File: src/hdl/sds_pkg.sv
package sds_pkg;

   localparam int V1_OUTER_TRIES = 10;

   typedef enum logic [2:0] {
      REQ_INIT  = 3'd0,
      REQ_READ  = 3'd1,
      REQ_WRITE = 3'd2,
      REQ_REPLY = 3'd3,
      REQ_WDATA = 3'd4
   } req_kind_type;

   typedef enum logic [1:0] {
      CSR_READY_POLL = 2'd0,
      CSR_TOKEN_POLL = 2'd1,
      CSR_V2_TRIES   = 2'd2
   } csr_index_type;

   typedef enum logic [2:0] {
      ST_OK      = 3'd0,
      ST_NO_CARD = 3'd1,
      ST_REJECT  = 3'd2,
      ST_TIMEOUT = 3'd3,
      ST_WR_BAD  = 3'd4
   } status_type;

   typedef enum logic [5:0] {
      P_IDLE, P_INIT_CLK, P_CMD_RDY0, P_CMD_RDY, P_CMD_FRAME, P_CMD_R1,
      P_OCR8, P_OCR58, P_R_TOKEN, P_R_DATA, P_R_CRC,
      P_W_RDY0, P_W_RDY, P_W_TOKEN, P_W_NEED, P_W_DATA, P_W_CRC, P_W_RESP,
      R_CMD0, R_CMD8, R_V1CHK55, R_V1CHK41, R_V1SD55, R_V1SD41, R_V1MMC,
      R_16SD1, R_16MMC, R_V255, R_V241, R_CMD58, R_CMD17, R_CMD24
   } phase_type;

   typedef enum logic [1:0] {
      PEND_NONE  = 2'd0,
      PEND_INIT  = 2'd1,
      PEND_READ  = 2'd2,
      PEND_WRITE = 2'd3
   } pend_type;

   typedef struct packed {
      logic [2:0]  req_type;
      logic [31:0] sector;
      logic [7:0]  card_byte;
      logic [7:0]  write_byte;
   } req_type_type;

   typedef struct packed {
      logic       tx_valid;
      logic [7:0] tx_byte;
      logic       card_selected;
      logic       fast_clock;
      logic       data_valid;
      logic [7:0] data_byte;
      logic       data_last;
      logic       need_write_data;
      logic       done_res;
      logic [2:0] status;
      logic [2:0] card_kind;
   } rsp_type;

   typedef struct packed {
      logic   [1:0] count;
      rsp_type [2:0] items;
   } rsp_group_type;

   typedef struct packed {
      logic [15:0] ready_poll_limit;
      logic [15:0] token_poll_limit;
      logic [15:0] v2_init_tries;
   } csr_type;

endpackage

File: src/hdl/sds_core.sv
module sds_core #(
   parameter int BLOCK_BYTES    = 512,
   parameter int REPLY_POLLS    = 10,
   parameter int V1_INNER_TRIES = 100
) (
   input  logic                  clock,
   input  logic                  reset,
   input  logic                  step,
   input  sds_pkg::req_type_type req,
   input  sds_pkg::csr_type      csr,
   output sds_pkg::rsp_group_type grp
);
   import sds_pkg::*;

   localparam int FW = $clog2(BLOCK_BYTES + 1) + 1;

   phase_type   phase_ff, phase_in, ret_ff, ret_in;
   pend_type    pend_ff, pend_in;
   logic [2:0]  kind_ff, kind_in;
   logic [5:0]  cidx_ff, cidx_in;
   logic [31:0] carg_ff, carg_in;
   logic [FW-1:0] fcnt_ff, fcnt_in;
   logic [15:0] poll_ff, poll_in;
   logic [3:0]  outer_ff, outer_in;
   logic [6:0]  inner_ff, inner_in;
   logic [31:0] ocr_ff, ocr_in;
   logic [15:0] v2t_ff, v2t_in;
   logic [31:0] sect_ff, sect_in;

   logic [15:0] rp_lim, tp_lim, v2_lim;
   logic [7:0]  b;
   logic        do_disp;
   logic [7:0]  dr;
   logic        done;
   logic [2:0]  dst;
   logic        dv, dl;
   logic [7:0]  db;
   logic        emit;

   always_ff @(posedge clock) begin
      if (reset) begin
         phase_ff <= P_IDLE;
         ret_ff   <= P_IDLE;
         pend_ff  <= PEND_NONE;
         kind_ff  <= '0;
         cidx_ff  <= '0;
         carg_ff  <= '0;
         fcnt_ff  <= '0;
         poll_ff  <= '0;
         outer_ff <= '0;
         inner_ff <= '0;
         ocr_ff   <= '0;
         v2t_ff   <= '0;
         sect_ff  <= '0;
      end else if (step) begin
         phase_ff <= phase_in;
         ret_ff   <= ret_in;
         pend_ff  <= pend_in;
         kind_ff  <= kind_in;
         cidx_ff  <= cidx_in;
         carg_ff  <= carg_in;
         fcnt_ff  <= fcnt_in;
         poll_ff  <= poll_in;
         outer_ff <= outer_in;
         inner_ff <= inner_in;
         ocr_ff   <= ocr_in;
         v2t_ff   <= v2t_in;
         sect_ff  <= sect_in;
      end
   end

   always_comb begin
      logic [31:0] addr;
      logic [7:0]  txb;
      logic        sel;
      rsp_type     r;
      phase_in = phase_ff;
      ret_in   = ret_ff;
      pend_in  = pend_ff;
      kind_in  = kind_ff;
      cidx_in  = cidx_ff;
      carg_in  = carg_ff;
      fcnt_in  = fcnt_ff;
      poll_in  = poll_ff;
      outer_in = outer_ff;
      inner_in = inner_ff;
      ocr_in   = ocr_ff;
      v2t_in   = v2t_ff;
      sect_in  = sect_ff;
      rp_lim   = (csr.ready_poll_limit == '0) ? 16'd1 : csr.ready_poll_limit;
      tp_lim   = (csr.token_poll_limit == '0) ? 16'd1 : csr.token_poll_limit;
      v2_lim   = (csr.v2_init_tries == '0) ? 16'd1 : csr.v2_init_tries;
      b        = req.card_byte;
      do_disp  = 1'b0;
      dr       = 8'hFF;
      done     = 1'b0;
      dst      = ST_OK;
      dv       = 1'b0;
      dl       = 1'b0;
      db       = '0;
      emit     = 1'b0;
      grp      = '0;
      addr     = '0;
      txb      = 8'hFF;
      sel      = 1'b0;
      r        = '0;

      case (req.req_type)
         REQ_INIT, REQ_READ, REQ_WRITE: begin
            if (phase_ff == P_IDLE) begin
               emit    = 1'b1;
               sect_in = req.sector;
               addr    = (kind_ff == 3'd4) ? req.sector : {req.sector[22:0], 9'd0};
               if (req.req_type == REQ_INIT) begin
                  pend_in = PEND_INIT; kind_in = '0; fcnt_in = '0;
                  phase_in = P_INIT_CLK;
               end else if (req.req_type == REQ_READ) begin
                  pend_in = PEND_READ;
                  if (kind_ff == '0) begin
                     fcnt_in = '0; phase_in = P_INIT_CLK;
                  end else begin
                     cidx_in = 6'd17; carg_in = addr; ret_in = R_CMD17;
                     phase_in = P_CMD_RDY0;
                  end
               end else if (kind_ff == '0) begin
                  done = 1'b1; dst = ST_NO_CARD;
               end else begin
                  pend_in = PEND_WRITE;
                  cidx_in = 6'd24; carg_in = addr; ret_in = R_CMD24;
                  phase_in = P_CMD_RDY0;
               end
            end
         end
         REQ_REPLY: begin
            if (phase_ff != P_IDLE && phase_ff != P_W_NEED) begin
               emit = 1'b1;
               case (phase_ff)
                  P_INIT_CLK: begin
                     fcnt_in = fcnt_ff + 1'b1;
                     if (fcnt_in >= FW'(10)) begin
                        cidx_in = 6'd0; carg_in = '0; ret_in = R_CMD0;
                        phase_in = P_CMD_RDY0;
                     end
                  end
                  P_CMD_RDY0: begin
                     poll_in = '0; phase_in = P_CMD_RDY;
                  end
                  P_CMD_RDY: begin
                     if (b == 8'hFF) begin
                        fcnt_in = '0; phase_in = P_CMD_FRAME;
                     end else begin
                        poll_in = poll_ff + 1'b1;
                        if (poll_in >= rp_lim) begin
                           do_disp = 1'b1; dr = 8'hFF;
                        end
                     end
                  end
                  P_CMD_FRAME: begin
                     fcnt_in = fcnt_ff + 1'b1;
                     if (fcnt_in >= FW'(6)) begin
                        poll_in = '0; phase_in = P_CMD_R1;
                     end
                  end
                  P_CMD_R1: begin
                     poll_in = poll_ff + 1'b1;
                     if (!b[7] || poll_in >= 16'(REPLY_POLLS)) begin
                        do_disp = 1'b1; dr = b;
                     end
                  end
                  P_OCR8, P_OCR58: begin
                     ocr_in  = {ocr_ff[23:0], b};
                     fcnt_in = fcnt_ff + 1'b1;
                     if (fcnt_in >= FW'(4)) begin
                        if (phase_ff == P_OCR58) begin
                           kind_in = ocr_in[30] ? 3'd4 : 3'd3;
                           if (pend_ff == PEND_READ) begin
                              cidx_in = 6'd17;
                              carg_in = kind_in == 3'd4 ? sect_ff : {sect_ff[22:0], 9'd0};
                              ret_in = R_CMD17; phase_in = P_CMD_RDY0;
                           end else begin
                              done = 1'b1;
                           end
                        end else if (ocr_in[15:0] == 16'h01AA) begin
                           v2t_in = '0; cidx_in = 6'd55; carg_in = '0;
                           ret_in = R_V255; phase_in = P_CMD_RDY0;
                        end else begin
                           kind_in = '0; done = 1'b1; dst = ST_NO_CARD;
                        end
                     end
                  end
                  P_R_TOKEN: begin
                     if (b == 8'hFE) begin
                        fcnt_in = '0; phase_in = P_R_DATA;
                     end else begin
                        poll_in = poll_ff + 1'b1;
                        if (poll_in >= tp_lim) begin
                           done = 1'b1; dst = ST_TIMEOUT;
                        end
                     end
                  end
                  P_R_DATA: begin
                     dv = 1'b1; db = b;
                     dl = fcnt_ff >= FW'(BLOCK_BYTES - 1);
                     fcnt_in = fcnt_ff + 1'b1;
                     if (dl) begin
                        fcnt_in = '0; phase_in = P_R_CRC;
                     end
                  end
                  P_R_CRC: begin
                     fcnt_in = fcnt_ff + 1'b1;
                     if (fcnt_in >= FW'(2)) done = 1'b1;
                  end
                  P_W_RDY0: begin
                     poll_in = '0; phase_in = P_W_RDY;
                  end
                  P_W_RDY: begin
                     if (b == 8'hFF) phase_in = P_W_TOKEN;
                     else begin
                        poll_in = poll_ff + 1'b1;
                        if (poll_in >= rp_lim) begin
                           done = 1'b1; dst = ST_TIMEOUT;
                        end
                     end
                  end
                  P_W_TOKEN: begin
                     fcnt_in = '0; phase_in = P_W_NEED;
                  end
                  P_W_DATA: begin
                     fcnt_in = fcnt_ff + 1'b1;
                     if (fcnt_in >= FW'(BLOCK_BYTES)) begin
                        fcnt_in = '0; phase_in = P_W_CRC;
                     end else begin
                        phase_in = P_W_NEED;
                     end
                  end
                  P_W_CRC: begin
                     fcnt_in = fcnt_ff + 1'b1;
                     if (fcnt_in >= FW'(2)) phase_in = P_W_RESP;
                  end
                  P_W_RESP: begin
                     done = 1'b1;
                     dst = (b[4:0] != 5'h05) ? ST_WR_BAD : ST_OK;
                  end
                  default: ;
               endcase

               if (do_disp) begin
                  case (ret_ff)
                     R_CMD0: begin
                        if (dr != 8'd1) begin
                           kind_in = '0; done = 1'b1; dst = ST_NO_CARD;
                        end else begin
                           cidx_in = 6'd8; carg_in = 32'h1AA; ret_in = R_CMD8;
                           phase_in = P_CMD_RDY0;
                        end
                     end
                     R_CMD8: begin
                        if (dr == 8'd1) begin
                           fcnt_in = '0; ocr_in = '0; phase_in = P_OCR8;
                        end else begin
                           outer_in = '0; cidx_in = 6'd55; carg_in = '0;
                           ret_in = R_V1CHK55; phase_in = P_CMD_RDY0;
                        end
                     end
                     R_V1CHK55, R_V1CHK41: begin
                        if (ret_ff == R_V1CHK55 && dr[7:1] == '0) begin
                           cidx_in = 6'd41; carg_in = '0; ret_in = R_V1CHK41;
                        end else begin
                           inner_in = '0; carg_in = '0;
                           if (dr <= 8'd1) begin
                              cidx_in = 6'd55; ret_in = R_V1SD55;
                           end else begin
                              cidx_in = 6'd1; ret_in = R_V1MMC;
                           end
                        end
                        phase_in = P_CMD_RDY0;
                     end
                     R_V1SD55, R_V1SD41, R_V1MMC: begin
                        carg_in = '0;
                        if (ret_ff == R_V1SD55 && dr[7:1] == '0) begin
                           cidx_in = 6'd41; ret_in = R_V1SD41; phase_in = P_CMD_RDY0;
                        end else if (ret_ff != R_V1SD55 && dr == '0) begin
                           cidx_in = 6'd16; carg_in = 32'(BLOCK_BYTES);
                           ret_in = (ret_ff == R_V1MMC) ? R_16MMC : R_16SD1;
                           phase_in = P_CMD_RDY0;
                        end else begin
                           inner_in = inner_ff + 1'b1;
                           if (inner_in < 7'(V1_INNER_TRIES)) begin
                              if (ret_ff == R_V1MMC) begin
                                 cidx_in = 6'd1; ret_in = R_V1MMC;
                              end else begin
                                 cidx_in = 6'd55; ret_in = R_V1SD55;
                              end
                              phase_in = P_CMD_RDY0;
                           end else begin
                              outer_in = outer_ff + 1'b1;
                              if (outer_in < 4'(V1_OUTER_TRIES)) begin
                                 cidx_in = 6'd55; ret_in = R_V1CHK55;
                                 phase_in = P_CMD_RDY0;
                              end else begin
                                 kind_in = '0; done = 1'b1; dst = ST_NO_CARD;
                              end
                           end
                        end
                     end
                     R_16SD1, R_16MMC: begin
                        if (dr != '0) begin
                           kind_in = '0; done = 1'b1; dst = ST_NO_CARD;
                        end else begin
                           kind_in = (ret_ff == R_16MMC) ? 3'd1 : 3'd2;
                           if (pend_ff == PEND_READ) begin
                              cidx_in = 6'd17; carg_in = {sect_ff[22:0], 9'd0};
                              ret_in = R_CMD17; phase_in = P_CMD_RDY0;
                           end else begin
                              done = 1'b1;
                           end
                        end
                     end
                     R_V255, R_V241: begin
                        if (ret_ff == R_V255 && dr[7:1] == '0) begin
                           cidx_in = 6'd41; carg_in = 32'h4000_0000;
                           ret_in = R_V241; phase_in = P_CMD_RDY0;
                        end else if (dr == '0) begin
                           cidx_in = 6'd58; carg_in = '0; ret_in = R_CMD58;
                           phase_in = P_CMD_RDY0;
                        end else begin
                           v2t_in = v2t_ff + 1'b1;
                           if (v2t_in >= v2_lim) begin
                              kind_in = '0; done = 1'b1; dst = ST_NO_CARD;
                           end else begin
                              cidx_in = 6'd55; carg_in = '0; ret_in = R_V255;
                              phase_in = P_CMD_RDY0;
                           end
                        end
                     end
                     R_CMD58: begin
                        if (dr != '0) begin
                           kind_in = '0; done = 1'b1; dst = ST_NO_CARD;
                        end else begin
                           fcnt_in = '0; ocr_in = '0; phase_in = P_OCR58;
                        end
                     end
                     R_CMD17: begin
                        if (dr != '0) begin
                           done = 1'b1; dst = ST_REJECT;
                        end else begin
                           poll_in = '0; phase_in = P_R_TOKEN;
                        end
                     end
                     R_CMD24: begin
                        if (dr != '0) begin
                           done = 1'b1; dst = ST_REJECT;
                        end else begin
                           phase_in = P_W_RDY0;
                        end
                     end
                     default: begin
                        done = 1'b1; dst = ST_REJECT;
                     end
                  endcase
               end
            end
         end
         REQ_WDATA: begin
            if (phase_ff == P_W_NEED) begin
               emit = 1'b1; phase_in = P_W_DATA;
            end
         end
         default: ;
      endcase

      if (done) begin
         phase_in = P_IDLE; pend_in = PEND_NONE;
      end

      // the byte to exchange uses the state after the step
      case (phase_in)
         P_W_TOKEN: txb = 8'hFE;
         P_W_DATA:  txb = req.write_byte;
         P_CMD_FRAME: begin
            if (fcnt_in == '0) txb = {2'b01, cidx_in};
            else if (fcnt_in == FW'(1)) txb = carg_in[31:24];
            else if (fcnt_in == FW'(2)) txb = carg_in[23:16];
            else if (fcnt_in == FW'(3)) txb = carg_in[15:8];
            else if (fcnt_in == FW'(4)) txb = carg_in[7:0];
            else if (cidx_in == 6'd0) txb = 8'h95;
            else if (cidx_in == 6'd8) txb = 8'h87;
            else txb = 8'h01;
         end
         default: txb = 8'hFF;
      endcase

      sel = (kind_in != '0) ||
            (phase_in != P_IDLE && phase_in != P_INIT_CLK &&
             (pend_in == PEND_INIT || pend_in == PEND_READ));

      r = '0;
      r.card_selected = sel;
      r.fast_clock    = kind_in != '0;
      r.card_kind     = kind_in;

      if (emit) begin
         if (dv) begin
            grp.items[grp.count] = r;
            grp.items[grp.count].data_valid = 1'b1;
            grp.items[grp.count].data_byte  = db;
            grp.items[grp.count].data_last  = dl;
            grp.count = grp.count + 1'b1;
         end
         if (done) begin
            grp.items[grp.count] = r;
            grp.items[grp.count].done_res = 1'b1;
            grp.items[grp.count].status   = dst;
            grp.count = grp.count + 1'b1;
         end
         if (phase_in == P_W_NEED) begin
            grp.items[grp.count] = r;
            grp.items[grp.count].need_write_data = 1'b1;
            grp.count = grp.count + 1'b1;
         end else if (phase_in != P_IDLE) begin
            grp.items[grp.count] = r;
            grp.items[grp.count].tx_valid = 1'b1;
            grp.items[grp.count].tx_byte  = txb;
            grp.count = grp.count + 1'b1;
         end
      end
   end

endmodule

File: src/hdl/sds_out_queue.sv
module sds_out_queue (
   input  logic                   clock,
   input  logic                   reset,
   input  logic                   load,
   input  sds_pkg::rsp_group_type grp,
   output logic                   empty,
   output logic                   rsp_valid,
   input  logic                   rsp_ready,
   output sds_pkg::rsp_type       rsp_data
);
   import sds_pkg::*;

   rsp_type [2:0] items_ff, items_in;
   logic [1:0] cnt_ff, cnt_in;
   logic [1:0] head_ff, head_in;

   always_ff @(posedge clock) begin
      if (reset) begin
         cnt_ff  <= '0;
         head_ff <= '0;
      end else begin
         cnt_ff  <= cnt_in;
         head_ff <= head_in;
      end
   end

   always_ff @(posedge clock) begin
      items_ff <= items_in;
   end

   always_comb begin
      items_in = items_ff;
      cnt_in   = cnt_ff;
      head_in  = head_ff;
      if (rsp_valid && rsp_ready) begin
         cnt_in  = cnt_ff - 1'b1;
         head_in = head_ff + 1'b1;
      end
      if (load) begin
         items_in = grp.items;
         cnt_in   = grp.count;
         head_in  = '0;
      end
   end

   assign empty     = (cnt_ff == '0) || (cnt_ff == 2'd1 && rsp_ready);
   assign rsp_valid = cnt_ff != '0;
   assign rsp_data  = (head_ff == 2'd0) ? items_ff[0] :
                      (head_ff == 2'd1) ? items_ff[1] : items_ff[2];

endmodule

File: src/hdl/sd_card_spi_host_sequencer.sv
// sd card spi-mode host sequencer
// req channel: one transaction per request (init, read, write) or per
// card reply byte / write data byte. rsp channel: zero to two result
// transactions per request, each a byte to exchange, a read data byte,
// a write data request or a done status.
// csr channel: register writes, index 0 ready poll limit, 1 token poll
// limit, 2 v2 init tries; accepted in any cycle.
// output: results of a request are registered and appear in the cycle after acceptance.
// throughput: one request per cycle while rsp_ready is high and each request
// yields at most one result; with more results req_ready stays low until the
// last is being taken, as the output queue drains one result a cycle.
// reset: synchronous, returns to idle with no card known and registers at
// their reset values (4096, 4096, 1000).
// stall: when rsp_ready is low, queued results hold and req_ready drops
// once the queue cannot drain this cycle.
module sd_card_spi_host_sequencer #(
   parameter int BLOCK_BYTES    = 512,
   parameter int REPLY_POLLS    = 10,
   parameter int V1_INNER_TRIES = 100
) (
   input  logic                  clock,
   input  logic                  reset,
   input  logic                  req_valid,
   output logic                  req_ready,
   input  sds_pkg::req_type_type req_data,
   output logic                  rsp_valid,
   input  logic                  rsp_ready,
   output sds_pkg::rsp_type      rsp_data,
   input  logic                  csr_valid,
   output logic                  csr_ready,
   input  logic [1:0]            csr_index,
   input  logic [15:0]           csr_wdata
);
   import sds_pkg::*;

   csr_type       csr_ff;
   rsp_group_type grp;
   logic          empty, step;

   always_ff @(posedge clock) begin
      if (reset) begin
         csr_ff.ready_poll_limit <= 16'd4096;
         csr_ff.token_poll_limit <= 16'd4096;
         csr_ff.v2_init_tries    <= 16'd1000;
      end else if (csr_valid) begin
         case (csr_index)
            CSR_READY_POLL: csr_ff.ready_poll_limit <= csr_wdata;
            CSR_TOKEN_POLL: csr_ff.token_poll_limit <= csr_wdata;
            CSR_V2_TRIES:   csr_ff.v2_init_tries    <= csr_wdata;
            default: ;
         endcase
      end
   end

   assign csr_ready = 1'b1;
   assign req_ready = empty;
   assign step      = req_valid && req_ready;

   sds_core #(
      .BLOCK_BYTES(BLOCK_BYTES),
      .REPLY_POLLS(REPLY_POLLS),
      .V1_INNER_TRIES(V1_INNER_TRIES)
   ) u_core (
      .clock(clock),
      .reset(reset),
      .step(step),
      .req(req_data),
      .csr(csr_ff),
      .grp(grp)
   );

   sds_out_queue u_queue (
      .clock(clock),
      .reset(reset),
      .load(step),
      .grp(grp),
      .empty(empty),
      .rsp_valid(rsp_valid),
      .rsp_ready(rsp_ready),
      .rsp_data(rsp_data)
   );

endmodule

File: config.mk
export PLATFORM = sky130hd
export DESIGN_NAME = sd_card_spi_host_sequencer
export DESIGN_NICKNAME = d
export VERILOG_FILES = /design/src/hdl/sds_pkg.sv /design/src/hdl/sds_core.sv /design/src/hdl/sds_out_queue.sv /design/src/hdl/sd_card_spi_host_sequencer.sv
export SDC_FILE = /design/constraint.sdc
export NUM_CORES = 1
export LEC_CHECK = 0
export BUFFER_PORTS_ARGS = -buffer_cell sky130_fd_sc_hd__buf_2
export CAP_MARGIN = 20
export CORE_MARGIN = 4
export CORE_UTILIZATION = 55
export CTS_CLUSTER_DIAMETER = 80
export DETAILED_ROUTE_END_ITERATION = 10
export MAX_ROUTING_LAYER = met4
export PLACE_DENSITY = 0.76
export SLEW_MARGIN = 20
export SYNTH_ARGS = -nofsm -noshare
export SYNTH_HDL_FRONTEND = slang
export SYNTH_HIERARCHICAL = 1
export SYNTH_SLANG_ARGS = --single-unit
File: constraint.sdc
create_clock -name clock -period 12.3 [get_ports clock]
set_input_delay 2.46 -clock clock [delete_from_list [all_inputs] [get_ports clock]]
set_output_delay 2.46 -clock clock [all_outputs]
set_load 0.01 [all_outputs]
==> flow_summary_export.csv, run 1 <==
group,metric,value,unit
global_route,grt_use_total,0.351,
sta,finalWorstSetupSlack,5.48,ns
layout,drive_gt1_frac,0.0975,
routing,drc,0,
sta,final.setup.tns,0,ns
routing,dr.first_iter.drc_count,2790,
critical_path,timing.rr.start,"u_core/v2t_ff[0]$_SDFFE_PP0P_",
critical_path,worstPathArrival,7.11,ns
sta,rsz0062_at_grt,"false",
floorplan,num_rows,70,
critical_path,crit_path_start_kind,"input pin",
logic_synthesis,synthSimpleGateAreaFrac,0.261,
logic_synthesis,ys_types,108,
logic_synthesis,netlist_area,0.0204,mm²
critical_path,required,12.59,ns
placement,hpwl,51.6,mm
cts,cts_root_buffer,"clkbuf_16",
floorplan,num_io_pins,106,
critical_path,end_kind,"flip-flop",
sta,post-route-period-util,0.555,
placement,dp_slack,5.14,ns
logic_synthesis,ys.flop_type,"dfxtp_1",
critical_path,crit_type,"in2reg",
cts,clkLatencyLatePin,0.56,ns
floorplan,die_x,201,µm
routing,viasPerCell,6.62,
routing,dr.pass1.iters,6,
logic_synthesis,synth_compound_area_frac,0.235,
layout,syn_to_final_growth,8.78,%
run_status,outcome,"complete, no violations",
cts,post_cts_buffers,0,
routing,vias,20600,
sta,worst_pin_slew,1.11,ns
routing,wl,71.8,mm
cts,clkTransAtPathRegs,0.06,ns
global_route,overflow,0,
worst_hold_path,whs_endpoint,"u_core/sect_ff[24]$_SDFFE_PP0P_",
pwr,ir_drop,0.000109,V
placement,portBuffers,104,
cts,clock_path_buffers,3,
logic_synthesis,synth_fa_ha_area_frac,0.0399,
sta,max_slew_margin,0.260,
sta,setup_viol,0,
logic_synthesis,synth_xor_area_frac,0.0180,
logic_synthesis,synth_cells,2613,
critical_path,reg2reg_depth,22,
global_route,grt_pass1_wl,111,mm
logic_synthesis,synth-seq-cells,290,
placement,gp_congestion,0.999,
sta,clock_skew,0.0331,ns
layout,final_nets,2758,
cts,ctsResizeCount,0,
cts,cts_buffers,35,
critical_path,worst_r2r_endpoint,"u_queue/items_ff[13]$_DFFE_PP_",
sta,fin_crit,6.82,ns
critical_path,reg2reg_slack,5.99,ns
floorplan,dieHeight,201,µm
global_route,grt_max_degree,115,
floorplan,dieArea,0.0402,mm²
worst_hold_path,hold_path_class,"reg2reg",
routing,detail-route-antenna-nets,0,
cts,clock_sinks,290,
logic_synthesis,synth_edf_count,87,
layout,multi_input_comb_area,0.0126,mm²
worst_hold_path,min_delay_path_depth,2,
routing,wl_per_cell,23.0,µm
cts,htreeDepth,2,
cts,cts_tree,"done",
logic_synthesis,synthMuxAreaShare,0.0572,
pwr,p_per_area,114,mW/mm²
layout,nFillCells,3331,
floorplan,start_util,0.557,
pwr,leakage,8.42,nW
logic_synthesis,synth_top_family_by_area,"simple AND/OR/NAND/NOR gates",
sta,drv_slew,0,
job,cap_violations,0,
worst_hold_path,min_from,"u_core/sect_ff[24]$_SDFFE_PP0P_",
critical_path,crit_fanout,15,
logic_synthesis,ys_async_sr_fraction,0,
sta,max_freq,147,MHz
logic_synthesis,ys_seq_area_frac,0.327,
layout,regArea,0.00668,mm²
floorplan,core_area,0.0366,mm²
logic_synthesis,ys_warn_count,6,
global_route,grt_pass1_vias,19400,
cts,ctsHoldBuffers,0,
pwr,power,0.00253,W
global_route,antenna_found_initial,2,
logic_synthesis,synth.avg_cell_area,7.81,µm²
sta,hold_viol,0,
flip-flops by register name, indices dropped and copies added (netlist names), 3 cells and up:
register,count
csr_ff,48
u_core/carg_ff,32
u_core/cidx_ff,6
u_core/fcnt_ff,11
u_core/inner_ff,7
u_core/kind_ff,3
u_core/ocr_ff,10
u_core/outer_ff,4
u_core/phase_ff,6
u_core/poll_ff,16
u_core/ret_ff,6
u_core/sect_ff,32
u_core/v2t_ff,16
u_queue/items_ff,87
synth_stat cells (7+ instances only):
cell / instances / share of area
nor2_1: 316 / 0.058
nand2_1: 259 / 0.048
a21oi_1: 213 / 0.052
dfxtp_1: 203 / 0.20
o21ai_0: 141 / 0.035
clkbuf_1: 125 / 0.023
mux2i_1: 112 / 0.055
inv_1: 88 / 0.016
edfxtp_1: 87 / 0.13
nand3_1: 83 / 0.020
nand2b_1: 72 / 0.022
nor3_1: 72 / 0.018
ha_1: 65 / 0.040
a211oi_1: 42 / 0.015
nand3b_1: 41 / 0.015
a22oi_1: 37 / 0.014
a31oi_1: 37 / 0.011
o21ai_1: 35 / 0.0086
and3_1: 31 / 0.0095
buf_4: 30 / 0.011
nor4_1: 29 / 0.0089
xor2_1: 26 / 0.011
buf_2: 25 / 0.0061
nand4_1: 23 / 0.0071
o211ai_1: 23 / 0.0085
and2_1: 22 / 0.0067
nor2b_1: 22 / 0.0067
a21o_1: 21 / 0.0077
o21a_1: 19 / 0.0070
o22ai_1: 18 / 0.0055
or3_1: 18 / 0.0055
a221oi_1: 16 / 0.0069
xnor2_1: 16 / 0.0069
buf_1: 12 / 0.0022
a311oi_1: 11 / 0.0047
nor3b_1: 11 / 0.0040
a31o_2: 10 / 0.0043
and4_1: 10 / 0.0043
a2bb2oi_1: 9 / 0.0039
or4_1: 9 / 0.0033
o2bb2ai_1: 8 / 0.0034
or2_2: 8 / 0.0025
a2111oi_0: 7 / 0.0030
a22o_1: 7 / 0.0030
cells by family after synthesis:
| logic type | after synthesis |
|---|---|
| muxes | 116 |
| AOI/OAI and AO/OA | 743 |
| xor gates and xnor gates | 42 |
| buffers and inverters | 287 |
| other | 2 |
| DFF | 290 |
| adders and majority gates | 65 |
| and+or+nand+nor | 1068 |
through the flow:
| step | std cells | hold slack [ns] | utilization | cell area (µm²) |
|---|---|---|---|---|
| 5_1_grt | 3115 | 0.479 | 0.606 | 22200 |
| 6_report | 3115 | 0.460 | 0.606 | 22200 |
| 4_1_cts | 3113 | 0.459 | 0.606 | 22200 |
| 3_3_place_gp | 3050 | 0.450 | 0.573 | 21000 |
| 3_5_place_dp | 3050 | 0.452 | 0.573 | 21000 |
| 2_1_floorplan | 2639 | 0.433 | - | 20500 |
how the worst max path moves through the flow:
stage | end | start | cells past startpoint | slack, ns
floorplan | u_core/inner_ff[5]$_SDFFE_PP0P_ | rsp_ready | 12 | 5.57
global placement | u_queue/items_ff[10]$_DFFE_PP_ | req_data[9] | 14 | 5.22
detailed placement | u_queue/items_ff[13]$_DFFE_PP_ | req_data[9] | 14 | 5.14
CTS | u_queue/items_ff[13]$_DFFE_PP_ | req_data[9] | 14 | 5.70
global route | u_queue/items_ff[13]$_DFFE_PP_ | req_data[9] | 14 | 5.39
finish | u_queue/items_ff[13]$_DFFE_PP_ | req_data[9] | 14 | 5.48
placed cells by master, fill, tap and decap left out, types with 23 or more instances in the layout:
cell and count:
nand2_1 259, nor2_1 313, buf_4 34, and3_1 31
a21oi_1 213, a211oi_1 42, a31oi_1 37, buf_2 103
nand3b_1 41, o21ai_0 141, nor4_1 29, nand4_1 23
xor2_1 26, o21ai_1 34, ha_1 63, mux2i_1 112
inv_1 88, nand3_1 83, conb_1 28, nor3_1 72
edfxtp_1 87, a22oi_1 37, o211ai_1 23, dfxtp_1 203
clkbuf_16 37, nand2b_1 72
worst max-delay path, stage by stage:
cell	delay (ns)
buf_2	0.13
nor4_1	0.44
nand4_1	0.71
nor4_2	0.44
buf_4	0.29
nor2_1	0.12
o211ai_1	0.11
nor3_1	0.09
o41ai_1	0.91
nor3_1	0.28
a31o_4	0.33
a21boi_2	0.38
nor3_1	0.19
and2_1	0.22
metal layers:
| metal | global-route usage | vias to the layer above | routed length, µm |
|---|---|---|---|
| met1 | 0.479 | 9762 | 30500 |
| li1 | - | 9506 | - |
| met2 | 0.528 | 1144 | 31300 |
| met5 | - | - | 0 |
| met3 | 0.0685 | 221 | 7330 |
| met4 | 0.113 | 0 | 2700 |
power breakdown:
group | internal (W) | leakage, nW | switching, W | total, W
combinational | 0.000120 | 5.32 | 0.000237 | 0.000357
sequential | 0.00104 | 2.51 | 0.0000383 | 0.00108
clock | 0.000661 | 0.594 | 0.000430 | 0.00109
total | 0.00182 | 8.42 | 0.000706 | 0.00253
final cells by class:
| type | instances | area share |
|---|---|---|
| Clock inverter | 17 | 0.00908 |
| Sequential cell | 290 | 0.301 |
| Antenna cell | 2 | 0.000226 |
| Inverter | 92 | 0.0156 |
| Tap cell | 468 | 0.0264 |
| Timing Repair Buffer | 138 | 0.0352 |
| Multi-Input combinational cell | 2062 | 0.568 |
| Clock buffer | 46 | 0.0451 |
No activity file was read; power rests on OpenSTA's default activity.
==> run 2: changes to the inputs <==
==> constraint.sdc (replaced) <==
create_clock -name clock -period 6.4 [get_ports clock]
set_input_delay 1.28 -clock clock [delete_from_list [all_inputs] [get_ports clock]]
set_output_delay 1.28 -clock clock [all_outputs]
set_load 0.01 [all_outputs]
==> flow_summary_export.csv, run 2 (synthesis gave the netlist of run 1 again) <==
group,metric,value,unit
run_status,outcome,"complete, no violations",
layout,drive_gt1_frac,0.105,
layout,largest_register,"u_queue/items_ff",
routing,vias,20700,
global_route,antenna_found_initial,0,
cts,clock_path_buffers,3,
layout,stdcell_count,3136,
pwr,leakage,8.49,nW
pwr,pwr-share-clk,0.413,
critical_path,cpMostUsedCell,"and3_1",
sta,max_slew_margin,0.243,
pwr,power_frac_comb,0.147,
sta,clock_skew,0.0259,ns
critical_path,reg2reg_slack,0.46,ns
critical_path,crit_path_top_delay_cell,"a311oi_4",
sta,post-route-period-util,0.928,
routing,detail-route-antenna-nets,0,
critical_path,crit_type,"reg2reg",
floorplan,dieArea,0.0402,mm²
pwr,p_per_area,212,mW/mm²
global_route,overflow,0,
critical_path,crit_fanout,12,
pwr,intPower,0.00339,W
sta,setup_viol,0,
floorplan,num_io_pins,106,
critical_path,required,6.69,ns
floorplan,core_area,0.0366,mm²
routing,viasPerCell,6.59,
routing,wl,71.2,mm
sta,fin_crit,5.94,ns
sta,final.setup.tns,0,ns
pwr,swShare,0.283,
routing,dr.pass1.iters,8,
floorplan,dieHeight,201,µm
global_route,grt_use_total,0.348,
pwr,p_seq_frac,0.440,
global_route,use_met1,0.488,
layout,syn_to_final_growth,9.23,%
worst_hold_path,min_delay_path_depth,2,
cts,clkTransAtPathRegs,0.06,ns
worst_hold_path,hold_path_class,"reg2reg",
placement,dp_cells,3073,
global_route,busiest_layer,"met2",
cts,clock_sinks,290,
global_route,use_met2,0.511,
critical_path,cpPeakStageDelay,0.64,ns
layout,final_common_cell,"nor2_1",
floorplan,die_x,201,µm
placement,portBuffers,104,
global_route,grt_max_degree,114,
pwr,p_switching,0.00134,W
cts,ctsResizeCount,0,
layout,final_cell_mix,"nor2_1 (313), nand2_1 (258), a21oi_1 (212), dfxtp_1 (203), o21ai_0 (140)",
layout,largest_reg_flops,87,
sta,hold_viol,0,
global_route,grt_pass1_vias,19100,
critical_path,end_kind,"flip-flop",
layout,final_util,0.609,
routing,drc,0,
pwr,ir_drop,0.000207,V
global_route,grt_pass1_wl,111,mm
cts,cts_buffers,36,
sta,worst_pin_slew,1.13,ns
placement,gp_congestion,1.05,
critical_path,worst_r2r_endpoint,"u_queue/items_ff[15]$_DFFE_PP_",
critical_path,timing.rr.start,"u_core/v2t_ff[2]$_SDFFE_PP0P_",
critical_path,worstPathArrival,6.24,ns
routing,wl_per_cell,22.7,µm
sta,drv_slew,0,
critical_path,critical_path.cell_chain,"and3_1 -> and3_1 -> and3_1 -> and3_1 -> and3_1 -> and3_1 -> nand3_1 -> xnor2_1 -> ha_1 -> a21oi_1 -> o21ai_0 -> a21oi_1 -> o21ai_1 -> a211oi_2 -> o21ai_2 -> a311oi_4 -> inv_2 -> a31o_4 -> a21boi_2 -> nor3_1 -> buf_4 -> and2_1",
layout,final_nets,2782,
cts,cts_tree,"done",
cts,ctsHoldBuffers,0,
critical_path,reg2reg_depth,22,
critical_path,crit_path_start_kind,"flip-flop",
job,cap_violations,0,
layout,antenna_cells,0,
cts,clkLatencyLatePin,0.56,ns
routing,dr.first_iter.drc_count,2845,
sta,rsz0062_at_grt,"false",
sta,hold-worst-slack,0.458,ns
placement,hpwl,51.5,mm
cts,post_cts_buffers,0,
floorplan,start_util,0.557,
cts,cts_root_buffer,"clkbuf_16",
layout,top_regs,"u_queue/items_ff (87), csr_ff (48)",
floorplan,num_rows,70,
worst_hold_path,whs_endpoint,"u_core/sect_ff[27]$_SDFFE_PP0P_",
worst_hold_path,min_from,"u_core/sect_ff[27]$_SDFFE_PP0P_",
placement,postPlaceCellArea,0.0212,mm²
sta,max_freq,168,MHz
layout,fin_area,0.0223,mm²
global_route,grt_use_met3,0.0617,
cts,htreeDepth,2,
run 2: cell types whose count changed in the layout (fill, tap and decap cells not counted), sizes merged:
cell and delta:
inv -1, clkbuf +3, clkinv +1, bufinv -3
buf +23, diode -2
run 2: final cells by class:
class	instances	area, µm²
fillers	3304	14300
multi-input cells	2062	12600
flip-flops and latches	290	6680
clock buffers	49	1000
repair buffers	161	955
well taps	468	586
inverters	92	345
clock inverters	14	113
run 2: power groups by stage:
stage	Combinational, W	Sequential, W	Clock, W
floorplan	0.000467	0.00209	0
global placement	0.000664	0.00211	0
detailed placement	0.000675	0.00211	0
CTS	0.000680	0.00207	0.00200
global route	0.000753	0.00209	0.00207
finish	0.000695	0.00208	0.00195
run 2: worst max path at each step:
stage                                   start  depth (start not counted)                              end  slack [ns]
2_1_floorplan                       rsp_ready                         12  u_core/inner_ff[5]$_SDFFE_PP0P_        0.85
3_3_place_gp    u_core/v2t_ff[0]$_SDFFE_PP0P_                         22   u_queue/items_ff[14]$_DFFE_PP_        0.53
3_5_place_dp    u_core/v2t_ff[2]$_SDFFE_PP0P_                         22   u_queue/items_ff[15]$_DFFE_PP_        0.31
4_1_cts         u_core/v2t_ff[0]$_SDFFE_PP0P_                         22   u_queue/items_ff[15]$_DFFE_PP_        0.29
5_1_grt        u_core/poll_ff[0]$_SDFFE_PP0P_                         18   u_queue/items_ff[27]$_DFFE_PP_        0.12
6_report        u_core/v2t_ff[2]$_SDFFE_PP0P_                         22   u_queue/items_ff[15]$_DFFE_PP_        0.46
run 2: through the flow:
step,total power (W),setup WS [ns]
finish,0.00473,0.459
floorplan,0.00256,0.847
global placement,0.00277,0.534
detailed placement,0.00279,0.306
CTS,0.00475,0.291
global route,0.00491,0.120
run 2: worst max-delay path, delay by kind of cell (launching register included):
kind | cells | cell delay [ns]
buffers and inverters | 2 | 0.35
and+or+nand+nor | 9 | 1.87
AOI/OAI and AO/OA | 9 | 2.55
adders and majority gates | 1 | 0.29
DFF | 1 | 0.39
xor gates and xnor gates | 1 | 0.22
run 2: per-layer routing:
metal | up-vias | wire length (µm)
li1 | 9543 | -
met1 | 9713 | 30200
met2 | 1206 | 30500
met3 | 207 | 7650
met4 | 0 | 2720
met5 | - | 0
